[config.mk]
export PLATFORM = sky130hd
export DESIGN_NAME = bcs_cmd_fifo
export DESIGN_NICKNAME = d
export VERILOG_FILES = /design/src/bcs_pkg.sv /design/src/bcs_cmd_fifo.sv
export SDC_FILE = /design/constraint.sdc
export NUM_CORES = 1
export LEC_CHECK = 0
export CORE_AREA = 2 2 286 288
export CTS_CLUSTER_SIZE = 8
export DETAILED_ROUTE_END_ITERATION = 8
export DIE_AREA = 0 0 288 290
export DONT_BUFFER_PORTS = 1
export GPL_TIMING_DRIVEN = 0
export PLACE_DENSITY = 0.53
export SYNTH_ARGS = -nofsm -noshare
export SYNTH_HDL_FRONTEND = slang
export SYNTH_SLANG_ARGS = --single-unit
[constraint.sdc]
create_clock -name aclk -period 11 [get_ports aclk]
set_input_delay 0 -clock aclk [delete_from_list [all_inputs] [get_ports aclk]]
set_output_delay 0 -clock aclk [all_outputs]
set_load 0.01 [all_outputs]
[src/bcs_pkg.sv]
// Shared types and constants for the B-spline charge spreading core.
`default_nettype none

package bcs_pkg;

    // Fixed field widths
    localparam int IDX_W   = 7;   // grid index, enough for the largest grid
    localparam int K_W     = 8;   // axis size, holds the largest grid size itself
    localparam int W_W     = 24;  // spline weight, unsigned Q.24
    localparam int Q_W     = 24;  // charge, signed Q8.16
    localparam int CFG_W   = 63;  // packed configuration word
    localparam int COORD_W = 21;  // one packed component

    // 1/3 reciprocal, exact floor division for 32-bit operands with a 33-bit shift
    localparam logic [31:0] RECIP3 = 32'hAAAAAAAB;

    typedef enum logic [1:0] {
        ACT_CLEAR   = 2'd0,
        ACT_DEPOSIT = 2'd1,
        ACT_READ    = 2'd2,
        ACT_NOP     = 2'd3
    } action_t;

    // Configuration register indexes
    localparam logic [2:0] REG_ORIGIN = 3'd0;
    localparam logic [2:0] REG_ROW_A  = 3'd1;
    localparam logic [2:0] REG_ROW_B  = 3'd2;
    localparam logic [2:0] REG_ROW_C  = 3'd3;
    localparam logic [2:0] REG_SIZE_A = 3'd4;
    localparam logic [2:0] REG_SIZE_B = 3'd5;
    localparam logic [2:0] REG_SIZE_C = 3'd6;

    // Configuration as seen by the front end; sizes already clamped
    typedef struct packed {
        logic [CFG_W-1:0]          origin;
        logic [2:0][CFG_W-1:0]     row;
        logic [2:0][K_W-1:0]       size;
    } cfg_t;

    // Classified command passed from front to back
    typedef struct packed {
        action_t                   act;
        logic                      status;
        logic signed [Q_W-1:0]     q;
        logic [2:0][IDX_W-1:0]     pt;    // top point per axis, or read index
        logic [2:0][K_W-1:0]       size;
        logic [2:0][3:0][W_W-1:0]  w;     // weights for points pt-3..pt
    } cmd_t;

    typedef enum logic [3:0] {
        F_IDLE,
        F_PROJ,
        F_SCALE,
        F_WRAP,
        F_POW,
        F_POW3,
        F_POLY,
        F_DIV,
        F_PUSH
    } front_state_t;

    typedef enum logic [2:0] {
        B_CLEAR,
        B_IDLE,
        B_DEPOSIT,
        B_DRAIN,
        B_READ
    } back_state_t;

endpackage

`default_nettype wire

[src/bcs_cmd_fifo.sv]
// Two-entry command queue between the front and back ends.
`default_nettype none

module bcs_cmd_fifo (
    input  wire logic           aclk,
    input  wire logic           aresetn,
    input  wire logic           in_valid,
    output logic                in_ready,
    input  wire bcs_pkg::cmd_t  in_cmd,
    output logic                out_valid,
    input  wire logic           out_pop,
    output bcs_pkg::cmd_t       out_cmd
);
    import bcs_pkg::*;

    cmd_t       mem_reg [2];
    logic       wr_ptr_reg, rd_ptr_reg;
    logic [1:0] count_reg;
    logic       do_push, do_pop;

    assign in_ready  = (count_reg != 2'd2);
    assign out_valid = (count_reg != 2'd0);
    assign out_cmd   = mem_reg[rd_ptr_reg];
    assign do_push   = in_valid && in_ready;
    assign do_pop    = out_pop && out_valid;

    // Storage
    always_ff @(posedge aclk) begin
        if (do_push) begin
            mem_reg[wr_ptr_reg] <= in_cmd;
        end
    end

    // Pointers and fill level
    always_ff @(posedge aclk) begin
        if (!aresetn) begin
            wr_ptr_reg <= 1'b0;
            rd_ptr_reg <= 1'b0;
            count_reg  <= 2'd0;
        end else begin
            if (do_push) wr_ptr_reg <= ~wr_ptr_reg;
            if (do_pop)  rd_ptr_reg <= ~rd_ptr_reg;
            case ({do_push, do_pop})
                2'b10:   count_reg <= count_reg + 2'd1;
                2'b01:   count_reg <= count_reg - 2'd1;
                default: count_reg <= count_reg;
            endcase
        end
    end

endmodule

`default_nettype wire

==> flow_metrics.tcl, run 1 <==
set metrics [dict create \
    status "did not finish" \
    stop_stage "clock tree synthesis" \
    firstError "[ERROR RSZ-0060] Max buffer count reached." \
    netlist_instances 1144 \
    floorplan.initialDensity_pct 32.8 \
    ys.flop_type "edfxtp_1" \
    synth_area_mm2 0.0263 \
    async_reset_ff_share_pct 0 \
    die_x_um 288 \
    cts-root-buf "clkbuf_16" \
    pin_count 726 \
    gp_congestion 0.790 \
    dp_slack_ns 7.81 \
    die_y_um 290 \
    hpwl_um 41700 \
    clock_sinks 725 \
    ys_seq_area_share_pct 82.5 \
    cts-resized-gates 0 \
    htree_levels 3 \
    syn_area_per_cell_um2 23.0 \
    row_count 104 \
    synth_fp_nets 1509 \
    yosys.area.top_type "edfxtp_1" \
    clock_path_buffers 3 \
    synth_seq_cells 725 \
    synth_top_area_share_pct 82.1 \
    synth-edff-count 720 \
    hold_buffers 467 \
    io_buffer_count 0 \
    synth.area.top_cells "edfxtp_1 82%, mux2_2 15%, buf_6 1.5%" \
    cts_setup_buffers 0 \
    numCtsBuffers 101 \
    ys_warn_count 0 \
    place_inst 2213 \
    yosysUniqueCellTypes 21 \
]
## logic make-up after synthesis
family,synth area share (%)
XOR/XNOR,0.0998
multiplexers,15.4
flip-flops,82.5
adder cells (fa/ha/maj),0.0475
AND/OR/NAND/NOR,0.209
AO/OA/AOI/OAI,0.143
buffers and inverters,1.58
## synth_stat cells, types with 2 or more instances
cell type / instances
nor2b_1: 2
xnor2_1: 3
edfxtp_1: 720
buf_2: 6
buf_6: 34
dfxtp_1: 5
mux2_2: 360
## through the flow
stage                     area [µm²]  utilization (%)
after global placement         27600             34.5
after floorplan                26300                -
after detailed placement       27900             34.8
==> inputs of run 2 (changes only) <==
--- a/config.mk
+++ b/config.mk
@@ -6,12 +6,11 @@
 export NUM_CORES = 1
 export LEC_CHECK = 0
 export CORE_AREA = 2 2 286 288
-export CTS_CLUSTER_SIZE = 8
 export DETAILED_ROUTE_END_ITERATION = 8
 export DIE_AREA = 0 0 288 290
 export DONT_BUFFER_PORTS = 1
 export GPL_TIMING_DRIVEN = 0
-export PLACE_DENSITY = 0.53
+export PLACE_DENSITY_LB_ADDON = 0.15
 export SYNTH_ARGS = -nofsm -noshare
 export SYNTH_HDL_FRONTEND = slang
 export SYNTH_SLANG_ARGS = --single-unit
==> flow_metrics.tcl, run 2 <==
set metrics [dict create \
    status "finished, final reports clean" \
    hpwl_um 43700 \
    htree_levels 3 \
    vias 12489 \
    grt_max_degree 105 \
    ys_seq_area_share_pct 82.5 \
    finalCriticalPeriod_ns 2.98 \
    clkTransAtPathRegs_ns 0.06 \
    routed_via_density 4.54 \
    cts-root-buf "clkbuf_16" \
    row_count 104 \
    grt_pass1_vias 13434 \
    timing.hold.ws_ns 0.0494 \
    sequentialPowerShare_pct 44.5 \
    clockPowerShare_pct 32.1 \
    floorplan.initialDensity_pct 32.8 \
    p_int_mw 5.77 \
    grt_overflow_total 0 \
    ys_warn_count 0 \
    setup_viol 0 \
    drt_first_pass_iters 5 \
    end_kind "register" \
    nets 1996 \
    p_total_mw 7.98 \
    clock_sinks 725 \
    fmax_ghz 0.336 \
    ys_top_cells_by_count "720 x edfxtp_1, 360 x mux2_2, 34 x buf_6" \
    yosys.cell_count.top_type "edfxtp_1" \
    synth.area.top_cells "edfxtp_1 82%, mux2_2 15%, buf_6 1.5%" \
    hold_viol 0 \
    antenna_left 0 \
    clock_path_buffers 3 \
    yosys.area.top_type "edfxtp_1" \
    power.switching_mw 2.21 \
    syn_area_per_cell_um2 23.0 \
    ys.flop_type "edfxtp_1" \
    final_cell_mix "720 x edfxtp_1, 394 x dlygate4sd3_1, 360 x mux2_2" \
    criticalPathCategory "register to register" \
    die_area_mm2 0.0835 \
    powerDensity_mw_per_mm2 232 \
    cellLeakagePower_nw 11.3 \
    fin_ws_ns 8.02 \
    fp.coreArea_mm2 0.0802 \
    pin_count 726 \
    crit_arrival_ns 3.23 \
    grt_pass1_wl_um 90100 \
    fin_util_pct 42.9 \
    drv_slew 0 \
    switching_share_pct 27.7 \
    cts_tree "done" \
    gp_congestion 0.774 \
    slew_headroom_pct 55.0 \
    drt-initial-drc-count 524 \
    cp.required_ns 11.25 \
    irDropWorstVdd_uv 131 \
    skew_ns 0.0221 \
    antenna_found_initial 4 \
    synth_seq_cells 725 \
    io_buffer_count 0 \
    timing.final.crit_share_pct 27.1 \
    critPathLaunchType "register" \
    dp_slack_ns 7.99 \
    netlist_instances 1144 \
    worst_pin_slew_ns 0.675 \
    combPwrFrac_pct 23.3 \
    rsz0062_at_grt "no" \
    die_x_um 288 \
    async_reset_ff_share_pct 0 \
    tns_ns 0 \
    layout_commonest_cell "edfxtp_1" \
    largest_reg_flops 720 \
    die_y_um 290 \
    synth_area_mm2 0.0263 \
    synth_fp_nets 1509 \
    drc 0 \
    wire_per_inst_um 23.0 \
    grt.total_usage_pct 14.7 \
    drive_gt1_share_pct 30.7 \
    worstHoldPathType "primary input to register" \
    maxCapViolCount 0 \
    numCtsBuffers 81 \
    wl_um 63200 \
    clk_latency_ns 0.59 \
    area_delta_synth_final_pct 30.5 \
    synth_top_area_share_pct 82.1 \
    worstPathMaxFanout 60 \
    yosysUniqueCellTypes 21 \
    synth-edff-count 720 \
]
run 2: cell counts after synthesis:
Identical to the previous run, type by type.
run 2: worst paths after layout:
check	start	to	cells past startpoint	slack (ns)
min reg2reg	rd_ptr_reg	rd_ptr_reg	2	0.54
max	count_reg[0]	mem_reg[1][215]	6	8.02
min	in_cmd[293]	mem_reg[1][293]	1	0.05
max reg2reg	count_reg[0]	mem_reg[1][215]	6	8.02
run 2: worst max-delay path: stages, from the launching register on:
cell and delay, ns:
dfxtp_1 0.41, nand2b_1 0.33, and3_4 0.58, buf_12 0.29, buf_12 0.24, buf_16 0.29, buf_16 0.33
run 2: logic make-up (layout without fill, tap and decap cells):
group	Yosys count	count (layout)	share of synthesized area [%]
xor+xnor	3	3	0.0998
compound gates	5	5	0.143
mux	360	360	15.4
fa+ha+maj	1	1	0.0475
simple gates	9	9	0.209
buf+inv	41	583	1.58
flops	725	725	82.5
other cells	0	2	0
run 2: final cells by class:
cell class | instances | area [µm²]
Fill cell | 7142 | 45800
Sequential cell | 725 | 21700
Timing Repair Buffer | 404 | 4200
Multi-Input combinational cell | 378 | 4190
Clock buffer | 104 | 2110
Tap cell | 1060 | 1330
Buffer | 40 | 413
Clock inverter | 34 | 388
Inverter | 1 | 11.3
Antenna cell | 2 | 5.00
run 2: routing by layer:
layer / part of all wire (%) / GRT usage, % / up-vias
met4: 3.0 / 4.97 / 6
met2: 54 / 27.5 / 477
met5: 0.060 / 0 / -
met3: 9.1 / 5.94 / 117
met1: 34 / 14.5 / 6320
li1: - / - / 5569
run 2: power groups by stage:
stage          combinational [mW]  sequential, mW  clock, mW
2_1_floorplan                1.26            3.74          0
3_3_place_gp                 1.74            3.86          0
3_5_place_dp                 1.77            3.61          0
4_1_cts                      1.92            3.55       2.65
5_1_grt                      1.98            3.58       2.76
6_report                     1.86            3.55       2.56
run 2: what timing repair did:
| item | 4_1_cts | 5_1_grt |
|---|---|---|
| setup endpoints to repair | 0 | 0 |
| setup buffers | 0 | 0 |
| hold buffers | 394 | 0 |
| endpoints found under the hold margin | 756 | 0 |
| gates resized for setup | 0 | 0 |
run 2: metrics by stage:
step	area [µm²]	std cells
2_1_floorplan	26300	1144
3_3_place_gp	27600	2204
3_5_place_dp	27900	2214
4_1_cts	34400	2746
5_1_grt	34400	2747
6_report	34400	2748
Note: power is estimated with default switching activity, not from simulation.
==> inputs of run 3 (changes only) <==
==> constraint.sdc (replaced) <==
create_clock -name aclk -period 2.4 [get_ports aclk]
set_input_delay 0 -clock aclk [delete_from_list [all_inputs] [get_ports aclk]]
set_output_delay 0 -clock aclk [all_outputs]
set_load 0.01 [all_outputs]
==> flow_metrics.tcl, run 3 (same netlist as run 2, synthesis figures left out) <==
set metrics [dict create \
    status "finished, final reports clean" \
    final_cells 2746 \
    multi_input_area_mm2 0.00421 \
    clkTransAtPathRegs_ns 0.06 \
    die_y_um 290 \
    largest_reg_flops 720 \
    drt-initial-drc-count 606 \
    hold_depth 1 \
    dpl_cell_area_mm2 0.0280 \
    setup_viol 0 \
    htree_levels 3 \
    drc 0 \
    hold_viol 0 \
    criticalPathCategory "register to register" \
    worstPathMaxFanout 55 \
    place_inst 2220 \
    rr_worst_depth 7 \
    crit_arrival_ns 2.50 \
    drt_first_pass_iters 4 \
    p_total_mw 36.3 \
    cts-root-buf "clkbuf_16" \
    reg2reg_slack_ns 0.15 \
    numCtsBuffers 79 \
    worstSetupEndpoint "mem_reg[0][190]" \
    die_area_mm2 0.0835 \
    worstHoldPathType "primary input to register" \
    timing.final.crit_share_pct 93.9 \
    grt.total_usage_pct 15.2 \
    startpoint "count_reg[0]" \
    seq_area_mm2 0.0217 \
    layout_commonest_cell "edfxtp_1" \
    cts_tree "done" \
    gp_congestion 0.762 \
    finalCriticalPeriod_ns 2.25 \
    row_count 104 \
    final_area_mm2 0.0344 \
    wl_um 65700 \
    end_kind "register" \
    drv_slew 0 \
    path_cells "nand2b_4, nand3b_1, clkinvlp_4, buf_12, buf_12, buf_16, buf_12" \
    maxCapViolCount 0 \
    fp.coreArea_mm2 0.0802 \
    worst_pin_slew_ns 0.806 \
    nets 1998 \
    fmax_ghz 0.444 \
    critPathLaunchType "register" \
    antenna_left 0 \
    floorplan.initialDensity_pct 32.8 \
    drive_gt1_share_pct 32.1 \
    grt_pass1_vias 13487 \
    die_x_um 288 \
    grt_overflow_total 0 \
    clock_sinks 725 \
    n_fill_cell 7130 \
    pin_count 726 \
    powerDensity_mw_per_mm2 1050 \
    crit_top_cell "buf_12" \
    cellLeakagePower_nw 11.4 \
    antenna_found_initial 6 \
    cp.required_ns 2.65 \
    tns_ns 0 \
    grt_pass1_wl_um 92400 \
    io_buffer_count 0 \
    worst_path_largest_cell_delay_ns 0.37 \
    rsz0062_at_grt "no" \
    hpwl_um 45400 \
    clk_latency_ns 0.59 \
    grt_max_degree 74 \
    slowest_stage "dfxtp_2" \
    skew_ns 0.0195 \
    final_cell_mix "720 x edfxtp_1, 378 x dlygate4sd3_1, 360 x mux2_2" \
    area_delta_synth_final_pct 30.8 \
    irDropWorstVdd_uv 642 \
    wire_per_inst_um 23.9 \
    vias 12582 \
    r2r_end "mem_reg[0][190]" \
    worstReg2RegStart "count_reg[0]" \
    routed_via_density 4.58 \
    clock_path_buffers 3 \
    slew_headroom_pct 46.0 \
]
-- run 3: report_power, final --
part	internal (mW)	total, mW	switching (mW)
combinational	3.68	8.89	5.20
sequential	15.9	16.3	0.335
clock	6.45	11.1	4.69
-- run 3: repair_timing --
item,in CTS,in global routing
pin swaps,2,0
gates cloned,8,2
gates resized for setup,3,1
hold buffers,378,0
hold endpoints to repair,773,0
endpoints found under the setup margin,415,94
buffers inserted,4,2
-- run 3: worst min path at each step --
| stage | start | endpoint | slack, ns |
|---|---|---|---|
| after global routing | in_cmd[345] | mem_reg[0][345] | 0.01 |
| after global placement | in_cmd[38] | mem_reg[0][38] | 0.1 |
| after CTS | in_cmd[221] | mem_reg[0][221] | 0.0000001 |
| after detailed placement | in_cmd[209] | mem_reg[1][209] | 0.1 |
| after floorplan | in_cmd[0] | mem_reg[0][0] | 0.1 |
| final | in_cmd[336] | mem_reg[1][336] | 0.05 |
-- run 3: worst max-delay path, delay by kind of cell (launching register included) --
family	cells	cell delay, ns
buf+inv	5	1.02
simple gates	2	0.42
flops	1	0.37
-- run 3: routing by layer --
layer | track usage [%] | part of all wire [%] | vias to the layer above
met5 | 0 | 0.018 | -
met4 | 5.45 | 3.1 | 2
met3 | 5.72 | 8.6 | 116
met2 | 28.2 | 54 | 484
met1 | 15.3 | 34 | 6406
li1 | - | - | 5574
-- run 3: layout make-up --
| cell class | instances | area share, % |
|---|---|---|
| Antenna cell | 3 | 0.0218 |
| Buffer | 40 | 1.20 |
| Clock buffer | 97 | 5.94 |
| Clock inverter | 34 | 0.854 |
| Inverter | 1 | 0.0218 |
| Multi-Input combinational cell | 380 | 12.2 |
| Sequential cell | 725 | 63.1 |
| Tap cell | 1060 | 3.85 |
| Timing Repair Buffer | 405 | 12.8 |
| Timing Repair inverter | 1 | 0.0145 |
-- run 3: through the flow --
step / setup WS, ns / utilization, % / hold WS [ns]
5_1_grt: 0.0180 / 43.0 / 0.0123
3_3_place_gp: -7.75 / 34.5 / 0.0989
3_5_place_dp: -0.678 / 35.0 / 0.0989
2_1_floorplan: -4.02 / - / 0.0989
6_report: 0.145 / 43.0 / 0.0470
4_1_cts: 0.0407 / 42.9 / 0.000000111
